### src/design/cpin_pkg.sv
// Shared constants, types and helpers for the circle pair intersect block.
package cpin_pkg;

  localparam int FracBits   = 16;
  localparam int ThrW       = 16;
  localparam int CoordW     = 32;
  localparam int RadW       = 31;
  localparam int NumW       = 64;
  localparam int SqrtSteps  = 32;
  localparam int RootW      = SqrtSteps + 1;
  localparam int QuotW      = 41;
  localparam int QuotCapLog = 40;
  localparam int AmagW      = 32;
  localparam int AddrW      = 2;

  // round(0.0001 * 2^FracBits)
  localparam logic [ThrW-1:0] ThreshReset =
    ThrW'(((64'd1 << FracBits) + 64'd5000) / 64'd10000);

  localparam logic [AddrW-1:0] AddrThresh = '0;

  typedef enum logic [1:0] {
    StatOk      = 2'd0,
    StatNoIsect = 2'd1,
    StatCoinc   = 2'd2
  } stat_e;

  typedef struct packed {
    logic signed [CoordW-1:0] x1;
    logic signed [CoordW-1:0] y1;
    logic signed [CoordW-1:0] gx;
    logic signed [CoordW-1:0] gy;
    logic [CoordW-1:0]        ux;
    logic [CoordW-1:0]        uy;
    logic                     nx;
    logic                     ny;
    stat_e                    status;
  } geo_t;

  typedef struct packed {
    geo_t               geo;
    logic [2*RadW-1:0]  r1s;
    logic [2*RadW-1:0]  r2s;
    logic [NumW-1:0]    d2;
  } sd_side_t;

  typedef struct packed {
    geo_t               geo;
    logic [2*RadW-1:0]  r1s;
    logic [RootW-1:0]   d;
    logic               nn;
  } da_side_t;

  typedef struct packed {
    geo_t               geo;
    logic [RootW-1:0]   d;
    logic               nn;
    logic [NumW-1:0]    aux;
    logic [NumW-1:0]    auy;
  } sh_side_t;

  typedef struct packed {
    logic neg;
    geo_t geo;
  } dv_side_t;

  typedef struct packed {
    logic signed [CoordW-1:0] x;
    logic signed [CoordW-1:0] y;
    stat_e                    status;
  } res_t;

  function automatic logic signed [CoordW-1:0] sat32(input logic signed [43:0] v);
    if (v > 44'sd2147483647) begin
      return 32'sh7FFF_FFFF;
    end else if (v < -44'sd2147483648) begin
      return 32'sh8000_0000;
    end
    return v[CoordW-1:0];
  endfunction

endpackage

### src/design/cpin_sqrt.sv
// Pipelined square root, one result bit per stage, rounded to nearest.
module cpin_sqrt import cpin_pkg::*; #(
  parameter int SideW = 1
) (
  input  logic                  clk_i,
  input  logic                  rst_ni,
  input  logic                  en_i,
  input  logic                  valid_i,
  input  logic [2*SqrtSteps-1:0] rad_i,
  input  logic [SideW-1:0]      side_i,
  output logic                  valid_o,
  output logic [RootW-1:0]      root_o,
  output logic [SideW-1:0]      side_o
);

  localparam int VW = 2 * SqrtSteps;

  logic [VW-1:0]        rem_q  [SqrtSteps];
  logic [SqrtSteps-1:0] root_q [SqrtSteps];
  logic                 vld_q  [SqrtSteps];
  logic [SideW-1:0]     side_q [SqrtSteps];

  logic                 out_v_q;
  logic [RootW-1:0]     out_root_q;
  logic [SideW-1:0]     out_side_q;

  for (genvar s = 0; s < SqrtSteps; s++) begin : g_step
    localparam int K = SqrtSteps - 1 - s;
    logic [VW-1:0]        rem_in;
    logic [SqrtSteps-1:0] root_in;
    logic                 vld_in;
    logic [SideW-1:0]     side_in;
    logic [VW:0]          trial;

    if (s == 0) begin : g_first
      assign rem_in  = rad_i;
      assign root_in = '0;
      assign vld_in  = valid_i;
      assign side_in = side_i;
    end else begin : g_next
      assign rem_in  = rem_q[s-1];
      assign root_in = root_q[s-1];
      assign vld_in  = vld_q[s-1];
      assign side_in = side_q[s-1];
    end

    // (R + 2^K)^2 - R^2 with R holding only bits above K
    assign trial = ((VW+1)'(root_in) << (K + 1)) | ((VW+1)'(1) << (2 * K));

    always_ff @(posedge clk_i or negedge rst_ni) begin
      if (!rst_ni) begin
        vld_q[s] <= 1'b0;
      end else if (en_i) begin
        vld_q[s] <= vld_in;
      end
    end

    always_ff @(posedge clk_i) begin
      if (en_i) begin
        side_q[s] <= side_in;
        if ({1'b0, rem_in} >= trial) begin
          rem_q[s]  <= rem_in - VW'(trial);
          root_q[s] <= root_in | (SqrtSteps'(1) << K);
        end else begin
          rem_q[s]  <= rem_in;
          root_q[s] <= root_in;
        end
      end
    end
  end

  always_ff @(posedge clk_i or negedge rst_ni) begin
    if (!rst_ni) begin
      out_v_q <= 1'b0;
    end else if (en_i) begin
      out_v_q <= vld_q[SqrtSteps-1];
    end
  end

  // remainder above the floor root means the upper neighbor is nearer
  always_ff @(posedge clk_i) begin
    if (en_i) begin
      out_side_q <= side_q[SqrtSteps-1];
      if (rem_q[SqrtSteps-1] > VW'(root_q[SqrtSteps-1])) begin
        out_root_q <= RootW'(root_q[SqrtSteps-1]) + RootW'(1);
      end else begin
        out_root_q <= RootW'(root_q[SqrtSteps-1]);
      end
    end
  end

  assign valid_o = out_v_q;
  assign root_o  = out_root_q;
  assign side_o  = out_side_q;

endmodule

### config.mk
export PLATFORM = sky130hd
export DESIGN_NAME = cpin_sqrt
export DESIGN_NICKNAME = d
export VERILOG_FILES = /design/src/design/cpin_pkg.sv /design/src/design/cpin_sqrt.sv
export SDC_FILE = /design/constraint.sdc
export NUM_CORES = 2
export LEC_CHECK = 0
export BUFFER_PORTS_ARGS = -buffer_cell sky130_fd_sc_hd__buf_2
export CAP_MARGIN = 20
export CORE_MARGIN = 2
export CORE_UTILIZATION = 50
export CTS_CLUSTER_DIAMETER = 200
export DETAILED_ROUTE_END_ITERATION = 12
export GPL_TIMING_DRIVEN = 0
export PLACE_DENSITY = 0.63
export SYNTH_ARGS = -nofsm -noshare
export SYNTH_HDL_FRONTEND = slang
export SYNTH_SLANG_ARGS = --single-unit
### constraint.sdc
create_clock -name clk_i -period 7.2 [get_ports clk_i]
set_clock_uncertainty 0.15 [all_clocks]
set_input_delay 0.36 -clock clk_i [delete_from_list [all_inputs] [get_ports clk_i]]
set_output_delay 0.36 -clock clk_i [all_outputs]
set_load 0.05 [all_outputs]
Word level (Yosys, flattened, before mapping). Memories as Yosys holds them, arrays and structs flattened. A register that Yosys moved wholly into a read port is not among the register bits. Cells that the tools add are included.

Flip-flop bits (word level): 66. RAM bits: 3104. Bits of input ports: 69. Output and inout port bits: 35. Word-level logic and storage cells: 427. Memories kept: 3.

Memories: rem_q (words 32, width 64, rd ports 32, clocked after Yosys merged registers in 0, wr ports 32, line cpin_sqrt.sv:18) `logic [VW-1:0] rem_q [SqrtSteps];`; root_q (words 32, width 32, rd ports 32, clocked after Yosys merged registers in 0, wr ports 32, line cpin_sqrt.sv:19) `logic [SqrtSteps-1:0] root_q [SqrtSteps];`; side_q (words 32, width 1, rd ports 32, clocked after Yosys merged registers in 1, wr ports 32, line cpin_sqrt.sv:21) `logic [SideW-1:0] side_q [SqrtSteps];`.

Add/sub/neg operators: 33. $lt $le $gt $ge: 33. Multiplexer cells: 259. Bitwise logic cells: 64.

Operator list (number): $mux W64 (32); $mux W32 (33); $mux W1 (194); $ge A64 B33 Y1 (1); $ge A64 B34 Y1 (1); $ge A64 B35 Y1 (1); $ge A64 B36 Y1 (1); $ge A64 B37 Y1 (1); $ge A64 B38 Y1 (1); $ge A64 B39 Y1 (1); $ge A64 B40 Y1 (1); $ge A64 B41 Y1 (1); $ge A64 B42 Y1 (1); $ge A64 B43 Y1 (1); $ge A64 B44 Y1 (1); $ge A64 B45 Y1 (1); $ge A64 B46 Y1 (1); $ge A64 B47 Y1 (1); $ge A64 B48 Y1 (1); $ge A64 B49 Y1 (1); $ge A64 B50 Y1 (1); $ge A64 B51 Y1 (1); $ge A64 B52 Y1 (1); $ge A64 B53 Y1 (1); other kinds (46) (109).

Depth between registers and ports, before layout. An unclocked memory read counts as a cell.

Depth after elaboration: 6. Depth in mapped cells: 15. Mapped depth without buffers: 13.

Least setup slack after synthesis. Ideal clock, no wire load.

Path type: input-to-reg. Start point: in en_i. End point: mem rem_q[1][896] (netlist bit), enable pin. Setup time: 0.487 ns. Arrival: 3.799 ns. Data required time: 6.563 ns. Setup slack: 2.763 ns. Stages on the path: 4. Buffers on the path: 4. Cell sequence: clkbuf_1 -> clkbuf_1 -> clkbuf_1 -> clkbuf_1.

RTL lines: start, declared (line cpin_sqrt.sv:7) `input logic en_i,`; end, declared (line cpin_sqrt.sv:18).

==> flow_summary_export.csv <==
group,metric,value,unit
outcome,status,"finished clean",
die,die_area,263100,sq um
drt,wl_per_cell,22.78,um
setup_path,crit_family,"simple AND/OR/NAND/NOR gates",
setup_path,critPathSlowestCell,"nor3_1",
setup_path,startpoint,"rem_q[1][611]",
finish,multiInputGateArea,45620,sq um
sta,hold_violations,0,
power_and_ir_drop,intPower,32670,uW
sta,final_max_slew_viol_count,0,
die,io_pins,104,
cts,clock_latency,0.90,ns
setup_path,endpoint_kind,"flip-flop",
die,die_w,512.9,um
sta,tightest_slew,1.265,ns
cts,cts_buffers,298,
power_and_ir_drop,vdd_drop_max,265.3,uV
drt,wirelength,334500,um
place,io_buffers,103,
die,die_h,512.9,um
place,dp_hpwl,254500,um
cts,ctsHtreeMaxLevel,5,
power_and_ir_drop,combPwrFrac,21.6,%
global_routing,grt_first_pass_wirelength,502800,um
finish,register_area,80160,sq um
setup_path,cp-endpoint,"rem_q[1][700]",
finish,design_area,146100,sq um
finish,layout_commonest_cell,"edfxtp_1",
global_routing,grt_pass1_vias,82160,
synth,synth-edff-count,2642,
synth,syn_inst,10500,
sta,finalSetupViolCount,0,
synth,yosysUniqueCellTypes,83,
drt,antenna_left,0,
synth,ys_ff_latch,2675,
finish,area_growth_syn_to_layout,12.82,%
setup_path,r2r-end,"rem_q[1][700]",
power_and_ir_drop,pwr-share-clk,32.4,%
place,place_congestion,0.9411,
global_routing,overflow,0,
setup_path,cp_num_buf_inv,3,
setup_path,reg2reg_slack,1.95,ns
cts,cts_resized,0,
cts,cts_tree,"yes",
setup_path,worst_ep_arrival_time,5.68,ns
setup_path,cp.required,7.63,ns
global_routing,grt_use_total,24.92,%
synth,ys_seq_area_share,61.90,%
drt,dr.pass1.iters,8,
die,core,257200,sq um
global_routing,grt_antenna_before_repair,27,
die,start_util,50.36,%
cts,cts_sinks,2675,
setup_path,rr_startpoint,"rem_q[1][611]",
cts,post_cts_buffers,0,
synth,synth_warnings,0,
cts,root_buffer,"clkbuf_16",
finish,mostFrequentLayoutCells,"2,642 x edfxtp_1, 824 x nand2_1, 734 x inv_1, 631 x o21ai_0, 593 x ha_1",
hold_path,min_path_type,"in2reg",
power_and_ir_drop,switching_share,29.96,%
sta,relSlewSlack,14.88,%
sta,hold_slack,0.05642,ns
power_and_ir_drop,switching_power,13980,uW
finish,nNetsFinal,11720,
setup_path,startpoint_type,"flip-flop",
setup_path,crit_cells,13,
setup_path,rr_worst_depth,13,
cts,clock_path_buffers,4,
synth,ys_async_sr_fraction,1.234,%
setup_path,critPathKind,"reg2reg",
synth,syn_area_per_cell,12.34,sq um
power_and_ir_drop,power.share.sequential,45.9,%
power_and_ir_drop,power-per-cell-area,319.2,nW/um^2
drt,detail_route.iter0.violations,8310,
synth,yosys_most_used_dff,"edfxtp_1",
finish,drive_above_1_share,7.016,%
setup_path,worstPathMaxFanout,10,
finish,fill_cells,20910,
power_and_ir_drop,p_leak,0.05472,uW
die,rows,186,
drt,vias_per_cell,5.834,
global_routing,grt_max_degree,77,
drt,drc,0,
setup_path,slowest_delay,0.91,ns
synth,synthesis.area,129500,sq um
synth,syn-num-nets,11160,
sta,fin_setup_tns,0,ns
place,post_dp_cell_area,135200,sq um
run,drv_cap,0,
cts,clk_pin_slew_worst_paths,0.06,ns
sta,grt_setup_unrepaired,"no",
sta,fmax,190.5,MHz
setup_path,path_cells,"ha_1 -> clkbuf_1 -> nand3_1 -> nor4_1 -> clkdlybuf4s18_2 -> nand3_1 -> nor2_1 -> or3_1 -> a211oi_1 -> clkbuf_1 -> nor3_1 -> nand4_1 -> xnor2_1",
sta,period_share,72.89,%
sta,fin_crit,5.248,ns
drt,vias,85680,
cell type report:
type	instances	share of cell area, %
sequential	2675	54.86
multi-input combinational	6836	31.22
clock buffer	354	5.364
tap	3384	2.898
inverter	735	1.888
timing repair buffer	261	1.731
clock inverter	175	1.261
buffer	253	0.7510
antenna	14	0.02398
layer usage:
metal,GRT usage (%),vias to the layer above,share of wire [%]
li1,-,40360,-
met1,35.97,42070,45
met2,39.42,2743,46
met3,3.938,495,6.6
met4,6.292,8,2.4
met5,0,-,0.017
power by group through the flow:
stage | Clock (uW) | Sequential, uW | Combinational (uW)
floorplan | 0 | 21000 | 7270
global placement | 0 | 21800 | 9730
detailed placement | 0 | 21700 | 9870
CTS | 15500 | 21400 | 10000
global route | 16000 | 21600 | 11200
finish | 15100 | 21400 | 10100
state kept, by name, indices dropped and copies added (netlist names):
signal and count:
side_q 32, valid_o 1, g_step.vld_in 31, side_o 1, root_o 33, root_q 528
vld_q 1, rem_q 2048
stage by stage:
stage	setup slack [ns]	cells	total power [uW]	util (%)
after global routing	1.764	14680	48870	56.81
after detailed placement	1.863	14020	31610	52.56
after global placement	-2.865	13990	31530	52.21
after CTS	2.077	14670	46910	56.80
final	1.952	14690	46650	56.82
after floorplan	2.763	10500	28280	-
how the worst min path moves through the flow:
stage,startpoint,end,slack [ns],cells past startpoint
2_1_floorplan,rst_ni,g_step[10].vld_in,-0.09,0
3_3_place_gp,side_q[11],side_q[12],0.25,0
3_5_place_dp,side_q[12],side_q[13],0.26,0
4_1_cts,rad_i[44],rem_q[0][44],0.0002,2
5_1_grt,side_i,side_q[0],0.004,2
6_report,rad_i[61],rem_q[0][61],0.06,2
Yosys cell counts, types with 23 or more instances:
library cell  count  share of area, %
a211o_1          25              0.17
and3_1           49              0.24
nand3b_1         25              0.14
inv_1           734               2.1
or3_1           101              0.49
nand3_1         177              0.68
o211ai_1         23              0.13
a21boi_0         27              0.16
a21o_1          273               1.6
o31ai_1          47              0.27
xnor2_1         487               3.3
dfrtp_1          33              0.64
mux2_2           84              0.73
nand4b_1         34              0.23
nor4b_1          60              0.41
ha_1            593               5.7
nor2_1          571               1.7
o21ai_0         631               2.4
and4_1           24              0.16
a211oi_1         43              0.25
nand2b_1        119              0.57
o21a_1          116              0.67
nor2b_1          83              0.40
nand4_1         180              0.87
clkbuf_1        226              0.66
a31oi_1          45              0.22
xor2_1          476               3.2
a21oi_1         561               2.2
nor3_1          310               1.2
or4_1            85              0.49
o21bai_1         56              0.32
and2_1           54              0.26
nor4_1          362               1.7
or2_2            49              0.24
edfxtp_1       2642                61
nand2_1         824               2.4
logic make-up after synthesis:
kind of cell	synth area share [%]
adders and majority gates	5.729
xor gates and xnor gates	6.513
muxes	0.8386
and+or+nand+nor	12.58
AOI/OAI and AO/OA	9.555
DFF	61.90
buffers and inverters	2.883
timing repair:
action / CTS / global route
setup endpoints to repair: 0 / 0
hold endpoints to repair: 133 / 0
hold buffers: 119 / 0
No activity file was read; power rests on OpenSTA's default activity.
